## config.mk

```make
export PLATFORM = sky130hd
export DESIGN_NAME = ilst_cell
export DESIGN_NICKNAME = d
export VERILOG_FILES = /design/src/rtl/ilst_pkg.sv /design/src/rtl/ilst_cell.sv
export SDC_FILE = /design/constraint.sdc
export NUM_CORES = 1
export LEC_CHECK = 0
export ABC_AREA = 1
export BUFFER_PORTS_ARGS = -buffer_cell sky130_fd_sc_hd__clkbuf_2
export CAP_MARGIN = 0
export CORE_ASPECT_RATIO = 0.6
export CORE_MARGIN = 2
export CORE_UTILIZATION = 35
export DETAILED_ROUTE_END_ITERATION = 6
export HOLD_SLACK_MARGIN = 0.1
export PLACE_DENSITY_LB_ADDON = 0.08
export RECOVER_POWER = 25
export SLEW_MARGIN = 20
export SYNTH_ARGS = -nofsm -noshare
export SYNTH_HDL_FRONTEND = slang
export SYNTH_SLANG_ARGS = --single-unit
export TNS_END_PERCENT = 30
```

## constraint.sdc

```tcl
create_clock -name clk -period 2.95 [get_ports clk]
set_input_delay 0.1475 -clock clk [delete_from_list [all_inputs] [get_ports clk]]
set_output_delay 0.1475 -clock clk [all_outputs]
set_load 0.02 [all_outputs]
```

## src/rtl/ilst_pkg.sv

```systemverilog
// ----------------------------------------------------------------------------
// ilst_pkg
// Shared widths, command and status codes, and the cell control bundle
// for the indexed insert/delete list.
// ----------------------------------------------------------------------------
package ilst_pkg;

  // default list capacity
  localparam int ILST_DEPTH = 16;

  // fixed field widths
  localparam int CMD_W   = 2;
  localparam int POS_W   = 5;
  localparam int WORD_W  = 32;
  localparam int STAT_W  = 2;
  localparam int COUNT_W = 5;

  // command codes
  localparam logic [CMD_W-1:0] CMD_INSERT = 2'd0;
  localparam logic [CMD_W-1:0] CMD_DELETE = 2'd1;
  localparam logic [CMD_W-1:0] CMD_READ   = 2'd2;

  // status codes
  localparam logic [STAT_W-1:0] ST_OK      = 2'd0;
  localparam logic [STAT_W-1:0] ST_BAD_POS = 2'd1;
  localparam logic [STAT_W-1:0] ST_EMPTY   = 2'd2;
  localparam logic [STAT_W-1:0] ST_FULL    = 2'd3;

  // broadcast from the controller to every cell
  typedef struct packed {
    logic                     ins;  // shift up above pos, load val at pos
    logic                     del;  // shift down from pos upward
    logic [POS_W-1:0]         pos;
    logic signed [WORD_W-1:0] val;
  } ilst_ctrl_t;

endpackage

```

## src/rtl/ilst_cell.sv

```systemverilog
// ----------------------------------------------------------------------------
// ilst_cell
// One list slot. Holds a word and, on each command, keeps it, loads the
// inserted value, or takes the word of its lower or upper neighbor.
// ----------------------------------------------------------------------------
module ilst_cell
  import ilst_pkg::*;
#(
  parameter int IDX  = 0,
  parameter int CMPW = 5
) (
  input  logic                     clk,
  input  ilst_ctrl_t               ctrl,
  input  logic signed [WORD_W-1:0] lower_data,  // word of slot IDX-1
  input  logic signed [WORD_W-1:0] upper_data,  // word of slot IDX+1
  output logic signed [WORD_W-1:0] data,
  output logic signed [WORD_W-1:0] rd_tap       // data when pos hits, else 0
);

  logic signed [WORD_W-1:0] data_r;
  logic signed [WORD_W-1:0] data_nxt;
  logic [CMPW-1:0]          pos_x;
  logic [CMPW-1:0]          idx_x;
  logic                     hit;
  logic                     above;

  assign pos_x = CMPW'(ctrl.pos);
  assign idx_x = CMPW'(IDX);
  assign hit   = (pos_x == idx_x);
  assign above = (idx_x > pos_x);

  // slot update
  always_comb begin
    data_nxt = data_r;
    if (ctrl.ins) begin
      if (hit)        data_nxt = ctrl.val;
      else if (above) data_nxt = lower_data;
    end else if (ctrl.del) begin
      if (hit || above) data_nxt = upper_data;
    end
  end

  always_ff @(posedge clk) begin
    data_r <= data_nxt;
  end

  assign data   = data_r;
  assign rd_tap = hit ? data_r : '0;

endmodule

```

==> flow_metrics.env, run 1 <==
export IMPL_grt_usage_pct=19.3
export IMPL_slowest_stage="clkinv_1"
export IMPL_synth_nets=454
export IMPL_die_width_um=109
export IMPL_pwr_density_cell_nw_per_um2=323
export IMPL_cp_max_fo=32
export IMPL_ys_async_sr_fraction_pct=0
export IMPL_synth_warnings=0
export IMPL_portBuffers=167
export IMPL_status="completed"
export IMPL_syn_cell_area_um2=2320
export IMPL_die_area_um2=7310
export IMPL_largest_reg_flops=32
export IMPL_drv_cap=0
export IMPL_pre_cts_ws_ps=1060
export IMPL_fin_tns_setup_ps=0
export IMPL_holdBufCountCts=0
export IMPL_firstDrtPassIters=4
export IMPL_drt_iter0_markers=138
export IMPL_antenna_cells=0
export IMPL_ys_ff_latch=32
export IMPL_synth_top_area_share_pct=41.5
export IMPL_seqCellArea_um2=961
export IMPL_post_cts_resize_count=0
export IMPL_crit_path_start_kind="input port"
export IMPL_drt_total_wl_mm=7.22
export IMPL_drc=0
export IMPL_syn_mean_instance_area_um2=6.62
export IMPL_clock_sinks=32
export IMPL_vias=2625
export IMPL_yosys_top_cells_area="edfxtp_1 (41%), inv_1 (16%), nand2_1 (16%)"
export IMPL_syn_to_final_growth_pct=39.6
export IMPL_synth_flop_cell="edfxtp_1"
export IMPL_gp_congestion=0.790
export IMPL_setup_violations=0
export IMPL_rsz0062_at_grt="no"
export IMPL_dpl_cell_count=584
export IMPL_irDropWorstVdd_mv=0.160
export IMPL_hpwl_mm=5.18
export IMPL_via_per_inst=4.43
export IMPL_ant_nets=0
export IMPL_grt_max_degree=65
export IMPL_path_common_cell="nand2_1"
export IMPL_synth_edf_count=32
export IMPL_yosysMostFrequentCell="inv_1"
export IMPL_cp_arrival_ps=1810
export IMPL_min_delay_path_class="in -> reg"
export IMPL_drive_above_1_share_pct=29.5
export IMPL_syn_inst=350
export IMPL_final_nets=611
export IMPL_layout_cells_non_filler=592
export IMPL_htreeDepth=2
export IMPL_worstMarginPinSlew_ps=992
export IMPL_min_period_over_period_pct=60.5
export IMPL_setup_ws_ps=1170
export IMPL_slew_violations=0
export IMPL_critPathMaxStageDelay_ps=920
export IMPL_critical_path_class="in -> reg"
export IMPL_multiInputGateArea_um2=878
export IMPL_worst_slew_margin_rel_pct=33.5
export IMPL_ys_seq_area_share_pct=41.5
export IMPL_antenna_found_initial=1
export IMPL_boundaryPins=168
export IMPL_grt_pass1_wl_mm=10.7
export IMPL_grt_pass1_vias=2291
export IMPL_cts_buffers=5
export IMPL_worstPathRequired_ps=2970
export IMPL_yosys_area_top_type="edfxtp_1"
export IMPL_clk_pin_slew_worst_paths_ps=60
export IMPL_p_leak_nw=2.00
export IMPL_rows=22
export IMPL_cts_tree="built"
export IMPL_core_area_um2=6250
export IMPL_crit_chain="clkbuf_2 -> clkinv_1 -> nand2_1 -> nand2_1"
export IMPL_wire_per_inst_um=12.2
export IMPL_min_period_ps=1780
export IMPL_ys_top_cells_by_count="inv_1 (98), nand2_1 (96), nor2_1 (34)"
export IMPL_cts_setup_buffers=0
export IMPL_num_fill_cells=659
export IMPL_finalHoldViolCount=0
export IMPL_end_kind="register"
export IMPL_gr_total_overflow=0
export IMPL_start_util_pct=37.1
export IMPL_total_power_w=0.00105
export IMPL_utilization_pct=51.7
export IMPL_root_buffer="clkbuf_8"
export IMPL_max_freq_ghz=0.561
export IMPL_die_h_um=67.0
export IMPL_synth_cell_type_count=11
export IMPL_cts_buffer_depth=2
-- cell families (layout without fill, tap and decap cells) --
group / count (synthesis) / count (layout) / synth area share [%]
buf+inv: 121 / 279 / 21.1
simple gates: 197 / 197 / 37.4
flops: 32 / 32 / 41.5
-- placed cells by master, fill, tap and decap left out --
cell type,netlist,layout
edfxtp_1,32,32
nand3_2,0,1
clkinv_1,0,2
inv_1,98,97
nor2_4,0,1
clkbuf_2,0,135
nand3_1,33,32
clkbuf_8,0,5
nor2_2,2,2
clkbuf_1,4,34
nor2_1,34,33
nand2_1,96,96
nand4_1,32,32
buf_4,0,6
-- report_power, final --
| group | leakage, nW | internal [W] | total [W] | switching, W |
|---|---|---|---|---|
| sequential | 0.280 | 0.000513 | 0.000517 | 0.00000435 |
| clock | 0.0399 | 0.000164 | 0.000312 | 0.000148 |
| combinational | 1.68 | 0.0000921 | 0.000216 | 0.000124 |
-- area by class of cell --
class	count	share of cell area [%]
tap	84	3.25
inverter	98	11.4
timing repair buffer	173	26.0
clock inverter	1	0.116
multi-input combinational	197	27.2
clock buffer	7	2.36
sequential	32	29.7
-- routing by layer --
layer	up-vias	track usage, %	routed length (µm)
met3	9	6.16	668
li1	1377	-	-
met1	1128	25.9	3310
met2	111	29.9	3160
met5	-	0	0
met4	0	5.61	80
-- per-stage QoR --
stage                     hold WS (ps)  instance area [µm²]
after detailed placement           423                 3190
after CTS                          134                 3270
after floorplan                    333                 2320
final                              142                 3230
after global routing               145                 3230
after global placement             421                 3190
-- worst max-delay path, delay by kind of cell --
kind | cells | cell delay [ps]
simple gates | 2 | 340
buf+inv | 2 | 1300
-- final timing paths --
| check | startpoint | endpoint | slack (ps) | depth (start not counted) |
|---|---|---|---|---|
| worst max-delay path | ctrl[38] | data[2] | 1170 | 4 |
| worst min-delay path | upper_data[0] | data[0] | 140 | 3 |
No activity file was read; power rests on OpenSTA's default activity.
==> run 2: changes to the inputs <==
- clock period: 2.95 -> 1.9 ns (I/O delays scaled with it)
==> flow_metrics.env, run 2 (synthesis gave the netlist of run 1 again) <==
export IMPL_status="completed"
export IMPL_layout_common_cells="clkbuf_2 (146), inv_1 (98), nand2_1 (96), nor2_1 (34), nand3_1 (33)"
export IMPL_slew_violations=0
export IMPL_final_nets=640
export IMPL_finalHoldViolCount=0
export IMPL_startpoint="ctrl[33]"
export IMPL_crit_chain="clkbuf_2 -> nor2_1 -> nand3_1 -> buf_4 -> nor2_1 -> clkbuf_2"
export IMPL_largest_reg_flops=32
export IMPL_worstPathRequired_ps=1800
export IMPL_fin_tns_setup_ps=0
export IMPL_pwr_density_cell_nw_per_um2=468
export IMPL_firstDrtPassIters=4
export IMPL_slowest_stage="buf_4"
export IMPL_portBuffers=167
export IMPL_drive_above_1_share_pct=30.4
export IMPL_grt_max_degree=42
export IMPL_drt_iter0_markers=108
export IMPL_min_from="upper_data[21]"
export IMPL_grt_pass1_wl_mm=10.8
export IMPL_drc=0
export IMPL_worstMarginPinSlew_ps=413
export IMPL_max_freq_ghz=0.813
export IMPL_layout_commonest_cell="clkbuf_2"
export IMPL_drv_cap=0
export IMPL_path_depth=6
export IMPL_boundaryPins=168
export IMPL_clk_pin_slew_worst_paths_ps=60
export IMPL_grt_pass1_vias=2372
export IMPL_critPathBufInv=3
export IMPL_vias=2766
export IMPL_min_period_over_period_pct=64.7
export IMPL_clock_sinks=32
export IMPL_antenna_cells=0
export IMPL_die_h_um=67.0
export IMPL_irDropWorstVdd_mv=0.237
export IMPL_cp_arrival_ps=1140
export IMPL_die_area_um2=7310
export IMPL_critical_path_class="in -> out"
export IMPL_root_buffer="clkbuf_8"
export IMPL_start_util_pct=37.1
export IMPL_setup_violations=0
export IMPL_rows=22
export IMPL_ant_nets=0
export IMPL_place_area_um2=3240
export IMPL_worst_slew_margin_rel_pct=72.5
export IMPL_stdcell_area_um2=3530
export IMPL_htreeDepth=2
export IMPL_critPathMaxStageDelay_ps=310
export IMPL_total_power_w=0.00165
export IMPL_antenna_found_initial=0
export IMPL_core_area_um2=6250
export IMPL_p_leak_nw=2.16
export IMPL_crit_path_start_kind="input port"
export IMPL_layout_cells_non_filler=620
export IMPL_cts_setup_buffers=0
export IMPL_min_period_ps=1230
export IMPL_min_delay_path_class="in -> reg"
export IMPL_worstHoldPathCells=3
export IMPL_syn_to_final_growth_pct=52.3
export IMPL_cts_tree="built"
export IMPL_via_per_inst=4.46
export IMPL_die_width_um=109
export IMPL_drt_total_wl_mm=7.31
export IMPL_end_kind="primary output"
export IMPL_gr_total_overflow=0
export IMPL_path_delay_family="buffers and inverters"
export IMPL_cts_buffer_depth=2
export IMPL_rsz0062_at_grt="no"
export IMPL_dpl_cell_count=588
export IMPL_wire_per_inst_um=11.8
export IMPL_gp_congestion=0.779
export IMPL_grt_usage_pct=19.3
export IMPL_cts_buffers=5
export IMPL_cp_max_fo=41
export IMPL_hpwl_mm=5.30
[run 2: final cells by class]
class	instances	area (µm²)
Clock buffer	5	68.8
Fill cell	616	2720
Tap cell	84	105
Timing Repair Buffer	202	1150
Inverter	98	368
Multi-Input combinational cell	197	871
Sequential cell	32	961
Clock inverter	2	7.51
[run 2: what timing repair did]
action	in CTS	in global routing
gates resized for setup	0	0
hold buffers	25	0
endpoints found under the hold margin	25	0
[run 2: where the power goes]
group	internal, W	leakage, nW	total [W]	switching [W]
clock	0.000241	0.0391	0.000465	0.000224
combinational	0.000182	1.84	0.000383	0.000201
sequential	0.000797	0.280	0.000803	0.00000648
[run 2: worst min-delay path: stages]
cell and delay (ps):
clkbuf_2 90, nand2_1 50, nand2_1 50
[run 2: final timing paths]
| kind | slack [ps] | endpoint |
|---|---|---|
| setup / recovery | 670 | rd_tap[25] |
| hold / removal | 110 | data[21] |
[run 2: per-stage QoR]
stage                     utilization [%]  hold slack (ps)  setup slack, ps
after global routing                 56.5              104              495
after CTS                            57.0              101              725
final                                56.5              108              670
after detailed placement             51.8              369              581
after floorplan                         -              281             87.8
after global placement               51.8              366              590
[run 2: routing by layer]
| metal | vias up | routed length (µm) | global-route usage [%] |
|---|---|---|---|
| met5 | - | 0 | 0 |
| li1 | 1431 | - | - |
| met1 | 1203 | 3280 | 24.6 |
| met4 | 0 | 85 | 6.25 |
| met3 | 9 | 608 | 4.60 |
| met2 | 123 | 3330 | 32.5 |
==> run 3: changes to the inputs <==
- clock period: 1.9 -> 1.15 ns (I/O delays scaled with it)
==> flow_metrics.env, run 3 (synthesis gave the netlist of run 1 again) <==
export IMPL_status="completed"
export IMPL_crit_path_start_kind="input port"
export IMPL_vias=2816
export IMPL_grt_pass1_vias=2633
export IMPL_drc=0
export IMPL_worstMarginPinSlew_ps=415
export IMPL_path_delay_family="buffers and inverters"
export IMPL_largest_reg_flops=32
export IMPL_portBuffers=167
export IMPL_max_freq_ghz=0.940
export IMPL_setup_ws_ps=86.4
export IMPL_antenna_found_initial=0
export IMPL_clock_sinks=32
export IMPL_final_nets=650
export IMPL_die_area_um2=7310
export IMPL_worst_slew_margin_rel_pct=72.3
export IMPL_layout_commonest_cell="clkbuf_2"
export IMPL_syn_to_final_growth_pct=60.3
export IMPL_p_leak_nw=2.28
export IMPL_critPathBufInv=3
export IMPL_cts_buffer_depth=2
export IMPL_firstDrtPassIters=4
export IMPL_min_period_over_period_pct=92.5
export IMPL_dpl_cell_count=591
export IMPL_start_util_pct=37.1
export IMPL_worstHoldPathCells=5
export IMPL_finalHoldViolCount=0
export IMPL_ant_nets=0
export IMPL_hpwl_mm=5.61
export IMPL_setup_violations=0
export IMPL_pwr_density_cell_nw_per_um2=818
export IMPL_critPathMaxStageDelay_ps=220
export IMPL_wire_per_inst_um=12.1
export IMPL_critical_path_class="in -> out"
export IMPL_stdcell_area_um2=3710
export IMPL_pre_cts_ws_ps=-26.9
export IMPL_via_per_inst=4.46
export IMPL_antenna_cells=0
export IMPL_path_depth=6
export IMPL_min_delay_path_class="in -> reg"
export IMPL_grt_pass1_wl_mm=12.0
export IMPL_gr_total_overflow=0
export IMPL_layout_cells_non_filler=631
export IMPL_rows=22
export IMPL_drt_total_wl_mm=7.66
export IMPL_clk_pin_slew_worst_paths_ps=70
export IMPL_core_area_um2=6250
export IMPL_die_h_um=67.0
export IMPL_cp_arrival_ps=1010
export IMPL_layout_common_cells="clkbuf_2 (167), inv_1 (98), nand2_1 (96), nor2_1 (33)"
export IMPL_cts_buffers=5
export IMPL_end_kind="primary output"
export IMPL_slew_violations=0
export IMPL_irDropWorstVdd_mv=0.459
export IMPL_worstPathRequired_ps=1090
export IMPL_die_width_um=109
export IMPL_boundaryPins=168
export IMPL_cts_setup_buffers=0
export IMPL_gp_congestion=0.738
export IMPL_num_fill_cells=612
export IMPL_root_buffer="clkbuf_8"
export IMPL_grt_usage_pct=21.6
export IMPL_cp_max_fo=35
export IMPL_htreeDepth=2
export IMPL_slowest_stage="buf_12"
export IMPL_drive_above_1_share_pct=34.4
export IMPL_post_cts_resize_count=0
export IMPL_crit_chain="clkbuf_1 -> nor2_4 -> nand3_2 -> buf_12 -> nor2_1 -> clkbuf_2"
export IMPL_drt_iter0_markers=96
export IMPL_rsz0062_at_grt="no"
export IMPL_min_period_ps=1060
export IMPL_drv_cap=0
export IMPL_grt_max_degree=36
export IMPL_cts_tree="built"
export IMPL_place_area_um2=3290
==> run 3: per-layer routing <==
layer / global-route usage [%] / share of wire [%] / vias up
met3: 5.68 / 7.1 / 4
met2: 37.0 / 48 / 103
li1: - / - / 1451
met4: 4.81 / 0.47 / 0
met5: 0 / 0 / -
met1: 27.2 / 45 / 1258
==> run 3: worst paths after layout <==
check	from	to
setup / recovery	ctrl[35]	rd_tap[20]
hold / removal	lower_data[13]	data[13]
==> run 3: power breakdown <==
group	switching, W	internal [W]
clock	0.000408	0.000630
sequential	0.0000107	0.00132
combinational	0.000345	0.000325
total	0.000763	0.00227
==> run 3: cell type report <==
cell class                 count  area [µm²]  share of cell area (%)
sequential                    32         961                    25.9
inverter                      98         368                    9.91
multi-input combinational    197         888                    23.9
clock buffer                   5        68.8                    1.85
timing repair buffer         212        1280                    34.6
clock inverter                 3        37.5                    1.01
tap                           84         105                    2.83
==> run 3: stage by stage <==
| step | utilization (%) | power, W | hold WS (ps) | TNS, ps |
|---|---|---|---|---|
| floorplan | - | 0.00165 | 243 | -6140 |
| global placement | 52.7 | 0.00193 | 331 | -440 |
| detailed placement | 52.7 | 0.00194 | 334 | -811 |
| CTS | 59.5 | 0.00307 | 133 | 0 |
| global route | 59.4 | 0.00320 | 139 | 0 |
| finish | 59.4 | 0.00303 | 139 | 0 |
==> run 3: repair_timing <==
action                                  in CTS  in global routing
hold buffers                                32                  0
endpoints found under the setup margin       0                  0
hold endpoints to repair                    32                  0
